## src/cepsolv_pkg.sv

```systemverilog
// shared types, widths and constants of the cherenkov emission point solver
// no dependencies; imported by every module of the block
`timescale 1ns / 1ps

package cepsolv_pkg;

  // default for the coordinate width parameter of the top level
  localparam int COORD_WIDTH_DEF = 32;

  // port field widths
  localparam int POS_W     = 32;
  localparam int DIR_W     = 18;
  localparam int STAMP_W   = 32;
  localparam int INV_W     = 17;
  localparam int LS_W      = 25;
  localparam int ROOT_W    = 40;
  localparam int CNT_OUT_W = 2;
  localparam int APB_DW    = 32;
  localparam int APB_AW    = 3;

  // fraction bits of the fixed-point scalings
  localparam int FRAC_W = 16;

  // internal datapath widths, sized to the value ranges
  localparam int R_W   = 33;  // hit minus entry
  localparam int T_W   = 33;  // hit time minus entry time
  localparam int SUM_W = 52;  // sum of r.dir products
  localparam int D_W   = 43;  // light path length
  localparam int KD_W  = 44;  // k times path length
  localparam int H_W   = 45;  // half of b
  localparam int RSQ_W = 67;  // |r|^2, unsigned
  localparam int C_W   = 86;  // c term
  localparam int HH_W  = 87;  // h^2, unsigned
  localparam int Q_W   = 88;  // quarter discriminant
  localparam int A_W   = 18;  // a term in q.16

  // shared multiplier: one 8-bit digit of y per cycle
  localparam int X_W        = 86;
  localparam int Y_W        = 48;
  localparam int MUL_DIG_W  = 8;
  localparam int MUL_DIGITS = Y_W / MUL_DIG_W;
  localparam int P_W        = 102;
  localparam int PS_W       = P_W + 1;

  // shared square root / divide unit: one result bit per cycle
  localparam int RAD_W      = 88;
  localparam int SQRT_ITERS = RAD_W / 2;
  localparam int S_W        = 44;
  localparam int NUM_W      = 47;
  localparam int DVD_W      = 62;
  localparam int DIV_ITERS  = DVD_W;
  localparam int DEN_W      = 17;
  localparam int REM_W      = 48;

  // register reset values
  localparam logic [INV_W-1:0] INV_RESET = 17'd37049;
  localparam logic [LS_W-1:0]  LS_RESET  = 25'd19647352;
  localparam logic [A_W-1:0]   ONE_Q16   = 18'd65536;

  // root saturation limits
  localparam logic signed [ROOT_W-1:0] ROOT_MAX = 40'sh7F_FFFF_FFFF;
  localparam logic signed [ROOT_W-1:0] ROOT_MIN = 40'sh80_0000_0000;

  // root counts
  localparam logic [CNT_OUT_W-1:0] COUNT_NONE = 2'd0;
  localparam logic [CNT_OUT_W-1:0] COUNT_ONE  = 2'd1;
  localparam logic [CNT_OUT_W-1:0] COUNT_TWO  = 2'd2;

  typedef enum logic {
    CMD_TRACK = 1'b0,
    CMD_HIT   = 1'b1
  } cmd_t;

  typedef enum logic {
    REG_INV_INDEX_SQ = 1'b0,
    REG_LIGHT_SPEED  = 1'b1
  } reg_idx_t;

  typedef enum logic [3:0] {
    ST_IDLE,
    ST_MUL_GO,
    ST_MUL_WAIT,
    ST_CLASSIFY,
    ST_SQRT_GO,
    ST_SQRT_WAIT,
    ST_DIV_GO,
    ST_DIV_WAIT,
    ST_FINISH
  } state_t;

  // order of the multiplications of one hit
  typedef enum logic [3:0] {
    MS_RD0,
    MS_RD1,
    MS_RD2,
    MS_RR0,
    MS_RR1,
    MS_RR2,
    MS_LD,
    MS_KD,
    MS_KDD,
    MS_HH,
    MS_AC
  } mstep_t;

  typedef enum logic {
    DS_SQRT = 1'b0,
    DS_DIV  = 1'b1
  } ds_mode_t;

  typedef struct packed {
    logic           start;
    logic           neg;
    logic [X_W-1:0] x_mag;
    logic [Y_W-1:0] y_mag;
  } mul_req_t;

  typedef struct packed {
    logic             start;
    ds_mode_t         mode;
    logic [RAD_W-1:0] radicand;
    logic [DVD_W-1:0] dividend;
    logic [DEN_W-1:0] divisor;
  } ds_req_t;

endpackage

```

## src/cepsolv_mul.sv

```systemverilog
// shared sign-magnitude multiplier, one 8-bit digit of y per cycle
// depends on cepsolv_pkg
`timescale 1ns / 1ps

module cepsolv_mul import cepsolv_pkg::*; (
  input  logic                   clk,
  input  logic                   rst_n,
  input  mul_req_t               req,
  output logic                   done,
  output logic signed [PS_W-1:0] prod
);

  localparam int CntW = $clog2(MUL_DIGITS);
  localparam logic [CntW-1:0] CntLast = CntW'(MUL_DIGITS - 1);

  logic            busy_r;
  logic            done_r;
  logic [CntW-1:0] cnt_r;
  logic [P_W-1:0]  xs_r;
  logic [Y_W-1:0]  ys_r;
  logic [P_W-1:0]  acc_r;
  logic            neg_r;
  logic [P_W+MUL_DIG_W-1:0] pp;
  logic [P_W-1:0]  acc_nxt;

  // one partial product per cycle
  always_comb begin
    pp      = xs_r * ys_r[MUL_DIG_W-1:0];
    acc_nxt = acc_r + pp[P_W-1:0];
  end

  // control
  always_ff @(posedge clk) begin
    if (!rst_n) begin
      busy_r <= 1'b0;
      done_r <= 1'b0;
      cnt_r  <= '0;
    end else begin
      done_r <= 1'b0;
      if (req.start) begin
        busy_r <= 1'b1;
        cnt_r  <= '0;
      end else if (busy_r) begin
        cnt_r <= cnt_r + 1'b1;
        if (cnt_r == CntLast) begin
          busy_r <= 1'b0;
          done_r <= 1'b1;
        end
      end
    end
  end

  // operands and accumulator
  always_ff @(posedge clk) begin
    if (req.start) begin
      xs_r  <= P_W'(req.x_mag);
      ys_r  <= req.y_mag;
      acc_r <= '0;
      neg_r <= req.neg;
    end else if (busy_r) begin
      acc_r <= acc_nxt;
      xs_r  <= xs_r << MUL_DIG_W;
      ys_r  <= ys_r >> MUL_DIG_W;
    end
  end

  // apply the sign
  always_comb begin
    prod = neg_r ? -$signed({1'b0, acc_r}) : $signed({1'b0, acc_r});
  end

  assign done = done_r;

endmodule

```

## config.mk

```make
export PLATFORM = sky130hd
export DESIGN_NAME = cepsolv_mul
export DESIGN_NICKNAME = d
export VERILOG_FILES = /design/src/cepsolv_pkg.sv /design/src/cepsolv_mul.sv
export SDC_FILE = /design/constraint.sdc
export NUM_CORES = 2
export LEC_CHECK = 0
export BUFFER_PORTS_ARGS = -buffer_cell sky130_fd_sc_hd__buf_2
export CAP_MARGIN = 5
export CORE_MARGIN = 1.5
export CORE_UTILIZATION = 48
export CTS_BUF_LIST = sky130_fd_sc_hd__clkbuf_2 sky130_fd_sc_hd__clkbuf_4 sky130_fd_sc_hd__clkbuf_8
export DETAILED_ROUTE_END_ITERATION = 8
export PLACE_DENSITY = 0.65
export SYNTH_ARGS = -nofsm -noshare
export SYNTH_HDL_FRONTEND = slang
export SYNTH_SLANG_ARGS = --single-unit
```

## constraint.sdc

```tcl
create_clock -name clk -period 8.88 [get_ports clk]
set_input_delay 2.664 -clock clk [delete_from_list [all_inputs] [get_ports clk]]
set_output_delay 2.664 -clock clk [all_outputs]
set_load 0.05 [all_outputs]
```

# Yosys cells after proc, flatten, opt, wreduce, memory -nomap -nowiden
# Cells that the tools add are included.
# word_totals
ff_bits	258
inputBits	138
output_inout_bits	104
wordCells	27
# classes
addsub	3
n_mul	1
eq_ne	1
mux	9
bitwise_logic	2
n_reduce_logical	3
# op_table
cell	count
86-bit two-way mux	2
103-bit two-way mux	1
102-bit negator with 103-bit output	1
102-bit adder	1
102-bit by 8-bit multiplier with 102-bit output	1
48-bit two-way mux	2
1-bit two-way mux	4
3-bit by 1-bit adder with 3-bit output, second input constant	1
3-bit equality test, second input constant	1
3-bit OR reduction	1
1-bit inverter	2
2-bit nonzero test	1
2-bit OR reduction	1

# Depth between registers and ports, before layout
# logic_depth
word_depth	4
ltp_mapped	24
ltp_nobuf	22

# Worst setup path after synthesis
# Ideal clock, no wire load.
# synth_path
path_kind	in2reg
start	in req[135] (netlist name)
end	reg xs_r[0] (enable)
setup_ns	0.552
arrival_ns	6.895
t_required_ns	8.328
setup_slack_ns	1.433
stages	4
path_buffers	2
path_cell_list	clkbuf_1 > nor2_1 > inv_1 > clkbuf_1
# synth_between
elab_chain_len	1
# synth_rtl
item	line_no	source
start: declaration	cepsolv_mul.sv:8	input mul_req_t req,
2-bit nonzero test (no line)	n/a	
end signal: assignment	cepsolv_mul.sv:56	xs_r <= P_W'(req.x_mag);
end signal: assignment	cepsolv_mul.sv:62	xs_r <= xs_r << MUL_DIG_W;
end: declaration	cepsolv_mul.sv:19	logic [P_W-1:0] xs_r;
# Every way passes these cells.
# A chain may end at the register's enable or synchronous reset.

# Final worst setup path
# layout_path
start	reg acc_r[38]
end	out prod[86]
# layout_between
elab_chain_len	2
# layout_rtl
item	line_no	source
start: declaration	cepsolv_mul.sv:21	logic [P_W-1:0] acc_r;
start signal: assignment	cepsolv_mul.sv:61	acc_r <= acc_nxt;
102-bit negator with 103-bit output	cepsolv_mul.sv:69	prod = neg_r ? -$signed({1'b0, acc_r}) : $signed({1'b0, acc_r});
103-bit two-way mux	cepsolv_mul.sv:69	
end: declaration	cepsolv_mul.sv:10	output logic signed [PS_W-1:0] prod
# Every way passes these cells.

==> flow_summary.ini <==
[run_status]
status = finished with violations
violations = DRC

[min_path]
worstHoldPathType = register to register
hold_start = cnt_r[2]$_SDFFE_PP0P_

[routing]
drtPass1Iterations = 8
num_vias = 30271
via_per_inst = 5.49
ant_nets = 0
drc = 26
wirelength_um = 115000
wire_per_inst_um = 20.9
dr.first_iter.drc_count = 1743

[global_route]
grt_pass1_vias = 32212
grt_max_degree = 123
gr-usage-met3_pct = 4.53
grt_antenna_before_repair = 3
grtUsageMet2_pct = 47.2
grt_overflow = 0
grt_util_met1_pct = 37.7
track_usage_pct = 28.6
grt_pass1_wl_um = 184000
grt-busiest-layer = met2

[setup_path]
cp-end-kind = primary output
worstSetupPathType = register to primary output
r2r-start = ys_r[0]$_DFFE_PP_
crit_path_start_kind = register
cp.required_ns = 6.22
startpoint = acc_r[38]$_SDFFE_PP0P_
arrival_ns = 5.81
crit_fanout = 7

[layout]
nets = 5337
most-common-layout-cells = 805 x inv_1, 676 x fa_1, 572 x and2_1
syn_to_final_growth_pct = 8.62
design_area_sq_um = 42500
final_common_cell = inv_1
fillCellCount = 7613
drive_above_1_share_pct = 11.5

[synth]
avgSynthCellArea_sq_um = 9.18
synth.distinct_cells = 68
syn-num-nets = 5193
synth_sequential_area_ratio_pct = 16.6
ys_seq_elements = 258
synth_warnings = 0
async_reset_ff_share_pct = 0
synthCells = 4265
synth-edff-count = 135
syn_area_sq_um = 39100
synthFlopType = edfxtp_1

[sta]
finalCriticalPeriod_ns = 8.47
setup_slack_ns = 0.411
setup_violations = 0
tns_ns = 0
skew_ns = 0.0430
fin_crit_sh_pct = 95.4
whs_ns = 0.478
fmax_ghz = 0.118
tightestPinTransition_ns = 1.32
slew_headroom_pct = 11.6
rsz0062_at_grt = no
timing.final.max_slew_violations = 0
hold_viol_final = 0

[clock_network]
cts_made_buffers = 54
cts_tree = yes
clock_sinks = 258
cts_root_buffer = clkbuf_8
cts_setup_buffers = 0
clk_latency_ns = 0.71
htreeDepth = 2
clk_pin_slew_ns = 0.07
clock_path_buffers = 3

[floorplan]
core_area_sq_um = 80700
io_pins = 242
initial_core_util_pct = 48.5
num_rows = 104
die_width_um = 289
die_area_sq_um = 83300
die_y_um = 289

[placement]
place.gp.congestion = 0.926
place_ws_ns = 0.841
placed_area_sq_um = 41300
dpl.hpwl_um = 89200
io_buffers = 241

[flow_run]
max_cap_viol_count = 0
## flip-flops by register name, indices dropped and copies added, names as in the netlist
register / count
busy_r: 1
cnt_r: 3
acc_r: 102
done: 1
neg_r: 1
xs_r: 102
ys_r: 48
## worst max-delay path, cell delays in order, from the launching register on
cell	delay, ns
dfxtp_1	0.38
or4_1	0.64
nor4_2	0.61
nand3_1	0.42
or4_1	0.78
nor2_1	0.34
nand4_1	0.19
or4_1	0.55
nor2_1	0.13
nand2_1	0.19
o31ai_1	0.31
xnor2_1	0.23
buf_2	0.33
## synthesized netlist by cell type (3+ instances only)
master    count  share of area [%]
nand2b_1     15               0.24
a211o_1       8               0.18
edfxtp_1    135                 10
fa_1        676                 35
and3_1        7               0.11
o211ai_1      5              0.096
or2_2         4              0.064
a21boi_0      7               0.13
mux2_2      120                3.5
o21ai_0     120                1.5
or3_1        18               0.29
nand3_1      33               0.42
o31ai_1      30               0.58
o41ai_1      13               0.29
and2_1      572                9.1
and4_1        3              0.067
mux2i_1      69                1.8
a21o_1       42               0.81
buf_1        11               0.11
dfxtp_1     123                6.3
nand4_1      53               0.85
a31oi_1       6              0.096
nor4_1       12               0.19
clkbuf_1    177                1.7
or4_1        14               0.27
inv_1       806                7.7
o21bai_1     22               0.42
xor2_1       28               0.63
nor2b_1      11               0.18
nor2_1      149                1.4
a211oi_1      9               0.17
ha_1        114                3.6
nand3b_1      5              0.096
o21a_1       15               0.29
a21oi_1     158                2.0
nand2_1     385                3.7
xnor2_1     180                4.0
o221ai_1      9               0.20
o22ai_1      39               0.62
nor3_1       26               0.33
## through the flow
| step | util (%) | instances |
|---|---|---|
| 6_report | 52.7 | 5517 |
| 3_3_place_gp | 51.2 | 5413 |
| 4_1_cts | 52.7 | 5514 |
| 5_1_grt | 52.7 | 5516 |
| 3_5_place_dp | 51.2 | 5413 |
| 2_1_floorplan | - | 4265 |
## logic make-up after synthesis
group | after synthesis | share of synthesized area (%)
simple gates | 1319 | 17.7
buf+inv | 997 | 9.59
fa+ha+maj | 790 | 38.2
compound gates | 504 | 7.96
flops | 258 | 16.6
xor+xnor | 208 | 4.65
mux | 189 | 5.22
## what timing repair did
action | in CTS | in global routing
hold buffers | 0 | 0
endpoints found under the setup margin | 0 | 1
resized for setup | 0 | 1
endpoints found under the hold margin | 0 | 0
## layer usage
metal / wire (um) / up-vias / part of all wire (%)
li1: - / 13598 / -
met1: 48900 / 15492 / 42
met2: 54600 / 946 / 47
met3: 6910 / 235 / 6.0
met4: 4730 / 0 / 4.1
met5: 0 / - / 0
## worst paths after layout
check / endpoint / slack [ns] / cells past startpoint
worst max register to register: acc_r[98]$_SDFFE_PP0P_ / 1.12 / 21
worst min-delay path: done$_SDFF_PP0_ / 0.48 / 2
worst min register to register: done$_SDFF_PP0_ / 0.48 / 2
worst max-delay path: prod[86] / 0.41 / 12
## cell type report
class                   count  area [sq um]  area share, %
multi-input cells        3010         28900           67.9
flip-flops and latches    258          6520           15.3
inverters                 806          3030           7.13
repair buffers            279          1580           3.71
well taps                1060          1330           3.12
clock buffers              66           846           1.99
clock inverters            35           330          0.777
diodes                      3          7.51         0.0177
Power is left out: the tool's default activity adds up to more than one toggle a clock period on the data nets, which glitch-free logic cannot reach.
