$ cat src/cepsolv_pkg.sv
// shared types, widths and constants of the cherenkov emission point solver
// no dependencies; imported by every module of the block
`timescale 1ns / 1ps

package cepsolv_pkg;

  // default for the coordinate width parameter of the top level
  localparam int COORD_WIDTH_DEF = 32;

  // port field widths
  localparam int POS_W     = 32;
  localparam int DIR_W     = 18;
  localparam int STAMP_W   = 32;
  localparam int INV_W     = 17;
  localparam int LS_W      = 25;
  localparam int ROOT_W    = 40;
  localparam int CNT_OUT_W = 2;
  localparam int APB_DW    = 32;
  localparam int APB_AW    = 3;

  // fraction bits of the fixed-point scalings
  localparam int FRAC_W = 16;

  // internal datapath widths, sized to the value ranges
  localparam int R_W   = 33;  // hit minus entry
  localparam int T_W   = 33;  // hit time minus entry time
  localparam int SUM_W = 52;  // sum of r.dir products
  localparam int D_W   = 43;  // light path length
  localparam int KD_W  = 44;  // k times path length
  localparam int H_W   = 45;  // half of b
  localparam int RSQ_W = 67;  // |r|^2, unsigned
  localparam int C_W   = 86;  // c term
  localparam int HH_W  = 87;  // h^2, unsigned
  localparam int Q_W   = 88;  // quarter discriminant
  localparam int A_W   = 18;  // a term in q.16

  // shared multiplier: one 8-bit digit of y per cycle
  localparam int X_W        = 86;
  localparam int Y_W        = 48;
  localparam int MUL_DIG_W  = 8;
  localparam int MUL_DIGITS = Y_W / MUL_DIG_W;
  localparam int P_W        = 102;
  localparam int PS_W       = P_W + 1;

  // shared square root / divide unit: one result bit per cycle
  localparam int RAD_W      = 88;
  localparam int SQRT_ITERS = RAD_W / 2;
  localparam int S_W        = 44;
  localparam int NUM_W      = 47;
  localparam int DVD_W      = 62;
  localparam int DIV_ITERS  = DVD_W;
  localparam int DEN_W      = 17;
  localparam int REM_W      = 48;

  // register reset values
  localparam logic [INV_W-1:0] INV_RESET = 17'd37049;
  localparam logic [LS_W-1:0]  LS_RESET  = 25'd19647352;
  localparam logic [A_W-1:0]   ONE_Q16   = 18'd65536;

  // root saturation limits
  localparam logic signed [ROOT_W-1:0] ROOT_MAX = 40'sh7F_FFFF_FFFF;
  localparam logic signed [ROOT_W-1:0] ROOT_MIN = 40'sh80_0000_0000;

  // root counts
  localparam logic [CNT_OUT_W-1:0] COUNT_NONE = 2'd0;
  localparam logic [CNT_OUT_W-1:0] COUNT_ONE  = 2'd1;
  localparam logic [CNT_OUT_W-1:0] COUNT_TWO  = 2'd2;

  typedef enum logic {
    CMD_TRACK = 1'b0,
    CMD_HIT   = 1'b1
  } cmd_t;

  typedef enum logic {
    REG_INV_INDEX_SQ = 1'b0,
    REG_LIGHT_SPEED  = 1'b1
  } reg_idx_t;

  typedef enum logic [3:0] {
    ST_IDLE,
    ST_MUL_GO,
    ST_MUL_WAIT,
    ST_CLASSIFY,
    ST_SQRT_GO,
    ST_SQRT_WAIT,
    ST_DIV_GO,
    ST_DIV_WAIT,
    ST_FINISH
  } state_t;

  // order of the multiplications of one hit
  typedef enum logic [3:0] {
    MS_RD0,
    MS_RD1,
    MS_RD2,
    MS_RR0,
    MS_RR1,
    MS_RR2,
    MS_LD,
    MS_KD,
    MS_KDD,
    MS_HH,
    MS_AC
  } mstep_t;

  typedef enum logic {
    DS_SQRT = 1'b0,
    DS_DIV  = 1'b1
  } ds_mode_t;

  typedef struct packed {
    logic           start;
    logic           neg;
    logic [X_W-1:0] x_mag;
    logic [Y_W-1:0] y_mag;
  } mul_req_t;

  typedef struct packed {
    logic             start;
    ds_mode_t         mode;
    logic [RAD_W-1:0] radicand;
    logic [DVD_W-1:0] dividend;
    logic [DEN_W-1:0] divisor;
  } ds_req_t;

endpackage

$ cat src/cepsolv_dsq.sv
// shared restoring square root and divide unit, one result bit per cycle
// depends on cepsolv_pkg
`timescale 1ns / 1ps

module cepsolv_dsq import cepsolv_pkg::*; (
  input  logic             clk,
  input  logic             rst_n,
  input  ds_req_t          req,
  output logic             done,
  output logic [DVD_W-1:0] result
);

  localparam int CntW = $clog2(DIV_ITERS);

  logic             busy_r;
  logic             done_r;
  ds_mode_t         mode_r;
  logic [CntW-1:0]  cnt_r;
  logic [RAD_W-1:0] acc_r;
  logic [REM_W-1:0] rem_r;
  logic [DVD_W-1:0] res_r;
  logic [DEN_W-1:0] den_r;

  logic [REM_W-1:0] rem_sh;
  logic [REM_W-1:0] trial;
  logic [RAD_W-1:0] acc_nxt;
  logic [REM_W:0]   diff;
  logic             fits;
  logic             last;

  // operand selection and the shared subtractor
  always_comb begin
    if (mode_r == DS_SQRT) begin
      rem_sh  = {rem_r[REM_W-3:0], acc_r[RAD_W-1 -: 2]};
      trial   = {res_r[REM_W-3:0], 2'b01};
      acc_nxt = acc_r << 2;
      last    = (cnt_r == CntW'(SQRT_ITERS - 1));
    end else begin
      rem_sh  = {rem_r[REM_W-2:0], acc_r[RAD_W-1]};
      trial   = REM_W'(den_r);
      acc_nxt = acc_r << 1;
      last    = (cnt_r == CntW'(DIV_ITERS - 1));
    end
    diff = {1'b0, rem_sh} - {1'b0, trial};
    fits = ~diff[REM_W];
  end

  // control
  always_ff @(posedge clk) begin
    if (!rst_n) begin
      busy_r <= 1'b0;
      done_r <= 1'b0;
      cnt_r  <= '0;
    end else begin
      done_r <= 1'b0;
      if (req.start) begin
        busy_r <= 1'b1;
        cnt_r  <= '0;
      end else if (busy_r) begin
        cnt_r <= cnt_r + 1'b1;
        if (last) begin
          busy_r <= 1'b0;
          done_r <= 1'b1;
        end
      end
    end
  end

  // iteration registers
  always_ff @(posedge clk) begin
    if (req.start) begin
      mode_r <= req.mode;
      den_r  <= req.divisor;
      rem_r  <= '0;
      res_r  <= '0;
      if (req.mode == DS_SQRT) begin
        acc_r <= req.radicand;
      end else begin
        acc_r <= {req.dividend, (RAD_W - DVD_W)'(0)};
      end
    end else if (busy_r) begin
      acc_r <= acc_nxt;
      rem_r <= fits ? diff[REM_W-1:0] : rem_sh;
      res_r <= {res_r[DVD_W-2:0], fits};
    end
  end

  assign done   = done_r;
  assign result = res_r;

endmodule

$ cat config.mk
export PLATFORM = sky130hd
export DESIGN_NAME = cepsolv_dsq
export DESIGN_NICKNAME = d
export VERILOG_FILES = /design/src/cepsolv_pkg.sv /design/src/cepsolv_dsq.sv
export SDC_FILE = /design/constraint.sdc
export NUM_CORES = 1
export LEC_CHECK = 0
export BUFFER_PORTS_ARGS = -buffer_cell sky130_fd_sc_hd__buf_2
export CORE_ASPECT_RATIO = 1.1
export CORE_MARGIN = 2
export CORE_UTILIZATION = 45
export CTS_CLUSTER_DIAMETER = 50
export CTS_CLUSTER_SIZE = 8
export DETAILED_ROUTE_END_ITERATION = 8
export GPL_ROUTABILITY_DRIVEN = 1
export GPL_TIMING_DRIVEN = 0
export PLACE_DENSITY = 0.64
export RECOVER_POWER = 25
export SLEW_MARGIN = 10
export SYNTH_ARGS = -nofsm -noshare
export SYNTH_HDL_FRONTEND = slang
export SYNTH_SLANG_ARGS = --single-unit
$ cat constraint.sdc
create_clock -name clk -period 5.4 [get_ports clk]
set_input_delay 0.81 -clock clk [delete_from_list [all_inputs] [get_ports clk]]
set_output_delay 0.81 -clock clk [all_outputs]
set_load 0.005 [all_outputs]
Yosys cells after proc, flatten, opt, wreduce, memory -nomap -nowiden
Index checks and enable logic that the tools add are counted.
- bitwise logic cells: 3
- reduce and logical (&&, ||, !) cells: 3
- multiplexer cells: 12
- equal/unequal tests: 2
- $add $sub $neg: 2
- operator list (kind ; number):
    $mux 88 ; 4
    $mux 48 ; 2
    $sub 48x48->49 ; 1
    $mux 47 ; 1
    $eq 6x6->1 const B ; 2
    $add 6x1->6 const B ; 1
    $mux 1 ; 5
    $not 1->1 ; 3
    $reduce_or 3->1 ; 1
    $reduce_bool 2->1 ; 1
    $reduce_or 2->1 ; 1
- register bits after elaboration: 223
- input bits: 171
- word-level logic and storage cells: 30

Longest topological paths before layout
- depth in word-level cells: 5
- mapped depth: 18

Worst setup path after synthesis
OpenSTA, ideal clock, no wires.
- path kind: reg2reg
- start: register mode_r
- end: register rem_r[23]
- slack: 1.024 ns
- period minus slack after synthesis: 4.376 ns
- library setup time: 0.120 ns
- arrival: 4.256 ns
- cell stages (with the launch flop): 17
- required time: 5.280 ns
- cells stage by stage: edfxtp_1 > clkbuf_1 > buf_1 > buf_2 > buf_1 > nand2_1 > fa_1 > a21o_1 > a221oi_2 > nor4b_4 > o2111ai_2 > a31oi_2 > o2111ai_2 > a21o_2 > buf_6 > nor3_1 > a211o_1
- word-level cells in the longest chain between the ends: 3
- RTL lines (item ; RTL line ; RTL):
    start, declared ; cepsolv_dsq.sv:17 ; ds_mode_t mode_r;
    start signal, assigned ; cepsolv_dsq.sv:72 ; mode_r <= req.mode;
    $mux 48 ; cepsolv_dsq.sv:33 ; if (mode_r == DS_SQRT) begin
    $sub 48x48->49 ; cepsolv_dsq.sv:44 ; diff = {1'b0, rem_sh} - {1'b0, trial};
    $mux 47 * ; cepsolv_dsq.sv:83 ; rem_r <= fits ? diff[REM_W-1:0] : rem_sh;
    end signal, assigned ; cepsolv_dsq.sv:83 ;
    end, declared ; cepsolv_dsq.sv:20 ; logic [REM_W-1:0] rem_r;
Mark *: on every way between the ends. The rest lies on a longest branch, timed or not.
A chain may end at the register's enable or synchronous reset.

Final worst setup path
- start: register mode_r
- end: register rem_r[45]
The elaborated chain is that of the path after synthesis.

==> out/metrics.cfg <==
[die]
die-area_um2=32630
coreArea_um2=30600
die_y_um=189.3
ioPinCount=234
fp-row-count=67
start_util=0.4588
die_x_um=172.4

[clock_tree]
clk_latency_ns=0.52
root_buffer=clkbuf_16
numCtsBuffers=37
cts_tree=built
cts.path.max_buffers=3
cts.htree.levels=2
cts.clk_slew.worst_paths_ns=0.05
cts_sinks=223
cts_setup_buffers=0

[placement]
numPortBuffers=233
dp.cells=2120
hpwl_um=28760
gp_congestion=0.9152

[run]
maxCapViolCount=0

[setup_path]
criticalPathCategory=flop to flop
worstPathArrival_ns=5.56
required_ns=5.84
setup.worst_path.start_class=flop
cpPeakStageDelay_ns=0.49
critPathSlowestCell=edfxtp_1
end_kind=flop
path_common_cell=buf_2
path_max_fanout=10
path_cells=clkbuf_2 -> buf_2 -> buf_2 -> buf_2 -> mux2i_1 -> ha_1 -> a21o_1 -> a221oi_2 -> nor4b_4 -> o2111ai_2 -> a31oi_2 -> o2111ai_2 -> a21o_2 -> buf_6 -> buf_6 -> a32oi_1 -> o21ai_1

[final_layout]
layout.cells.non_filler=2188
fillerInstances=2883
syn2layout_area_growth_pct=20.20
fin_nets=1966
fin_util=0.5515
layout-drive-gt1-share=0.2003

[logic_synthesis]
syn_area_um2=14040
avgSynthCellArea_um2=9.538
syn-num-nets=1693
synthFlopType=dfxtp_1
seq_area_frac_synth=0.3935
yosys_warnings=0
async_flop_share=0
syn_inst=1472
synth_edf_count=106
synth_cell_types=66
ys_ff_latch=223

[grt]
grt_antenna_before_repair=5
grt-ovfl-total=0
grt_max_degree=59
grt_pass1_vias=11880
grt_use_total=0.2345
grt_pass1_wl_um=61510

[routing]
vias_per_cell=5.610
wire_per_inst_um=17.74
routed_wl_um=38810
drt_iter0_drc=890
num_vias=12280
drt-pass1-iter-count=5
final_antenna_net_count=0
drc=0

[sta]
finalCriticalPeriod_ns=5.119
slew_headroom=0.1414
worst_slew_pin_slew_ns=1.288
setup_viol=0
period_share=0.9480
rsz0062_at_grt=no
fin_skew_ns=0.02164
max_freq_mhz=195.3
slew_violations=0
hold_viol=0

[pwr]
power.density_nw_per_um2=530.8
irDropWorstVdd_uv=256.0
p_leak_nw=6.970

[outcome]
status=finished clean

[hold_path]
hold_path.class=input port to flop

-- routing by layer --
layer	vias up	share of wire	global-route usage
met2	361	0.46	0.3717
met4	4	0.024	0.07014
met5	-	0.00070	0
met3	74	0.066	0.04160
li1	6007	-	-
met1	5829	0.45	0.3262
-- area by class of cell --
type | count | area [um2] | share of cell area
Inverter | 14 | 55.05 | 0.003262
Multi-Input combinational cell | 1130 | 8003 | 0.4742
Clock inverter | 8 | 117.6 | 0.006969
Buffer | 105 | 469.2 | 0.02780
Clock buffer | 58 | 1035 | 0.06131
Tap cell | 414 | 518.0 | 0.03069
Antenna cell | 2 | 5.005 | 0.0002966
Timing Repair Buffer | 234 | 1149 | 0.06806
Sequential cell | 223 | 5525 | 0.3274
-- where the power goes --
group	switching [mW]	total, mW	internal [mW]
combinational	2.80	4.59	1.79
clock	0.819	2.23	1.42
sequential	0.131	2.14	2.01
total	3.75	8.96	5.21
-- cells by family (layout without fill, tap and decap cells) --
family | count (synthesis) | count (layout) | synth area share
mux | 213 | 213 | 0.1560
fa+ha+maj | 50 | 50 | 0.04509
xor+xnor | 45 | 45 | 0.02807
flops | 223 | 223 | 0.3935
simple gates | 447 | 447 | 0.1524
compound gates | 375 | 375 | 0.1884
other cells | 0 | 2 | 0
buf+inv | 119 | 419 | 0.03645
-- sequential cells by signal, indices dropped and copies added, names as in the netlist --
name    flops
result     62
rem_r      47
done        1
cnt_r       6
acc_r      88
mode_r      1
den_r      17
busy_r      1
-- worst paths after layout --
| path | startpoint | to | slack [ns] | cells past startpoint |
|---|---|---|---|---|
| min reg2reg | rem_r[46] | rem_r[46] | 0.48 | 2 |
| min | req[0] | den_r[0] | 0.47 | 1 |
| max | mode_r | rem_r[45] | 0.28 | 17 |
| max reg2reg | mode_r | rem_r[45] | 0.28 | 17 |
-- stage by stage --
step | TNS, ns | total power, mW | instance area (um2) | hold slack (ns) | worst slack [ns]
after floorplan | 0 | 5.540 | 14040 | 0.4364 | 1.024
after global placement | -21.18 | 6.636 | 15720 | 0.4584 | -0.5193
after detailed placement | -25.44 | 6.653 | 15750 | 0.4667 | -0.6135
after CTS | 0 | 8.938 | 16910 | 0.4463 | 0.03029
after global routing | 0 | 9.513 | 16870 | 0.4486 | 0.02195
final | 0 | 8.958 | 16880 | 0.4682 | 0.2809
-- placed cells by master, fill, tap and decap left out, drive strengths merged, types with 20 or more instances in the layout --
cell type	netlist	layout
buf	27	225
clkbuf	78	172
mux2i	166	166
nor2	130	130
nand2	127	127
a21oi	119	119
dfxtp	117	117
edfxtp	106	106
a211oi	70	70
nor2b	68	68
o21ai	65	65
ha	49	49
mux2	47	47
nand2b	41	41
a311oi	27	27
xor2	24	24
xnor2	21	21
nand3	20	20
-- worst max-delay path: cells and delay by family, from the launching register on --
family          cells  cell delay, ns
compound gates      8            1.99
simple gates        1            0.12
buf+inv             6            1.86
fa+ha+maj           1            0.30
mux                 1            0.26
flops               1            0.49
-- timing repair --
action	CTS	global route
setup endpoints to repair	48	48
gates resized for setup	4	5
pin swaps	0	0
hold buffers	0	0
-- cells in the mapped netlist, drive strengths merged (9+ instances only) --
cell type | count | area (um2)
mux2i | 166 | 1662
nor2 | 130 | 490.5
nand2 | 127 | 476.7
a21oi | 119 | 599.3
dfxtp | 117 | 2342
edfxtp | 106 | 3183
clkbuf | 78 | 294.0
a211oi | 70 | 530.5
nor2b | 68 | 425.4
o21ai | 65 | 325.3
ha | 49 | 613.1
mux2 | 47 | 529.3
nand2b | 41 | 256.5
a311oi | 27 | 405.4
buf | 27 | 165.2
xor2 | 24 | 210.2
xnor2 | 21 | 183.9
nand3 | 20 | 100.1
a21o | 18 | 136.4
nor3 | 16 | 80.08
inv | 14 | 52.55
nand4 | 14 | 87.58
o21bai | 12 | 90.09
a32oi | 11 | 96.34
and3 | 9 | 56.30
(Power assumes the default switching activity.)
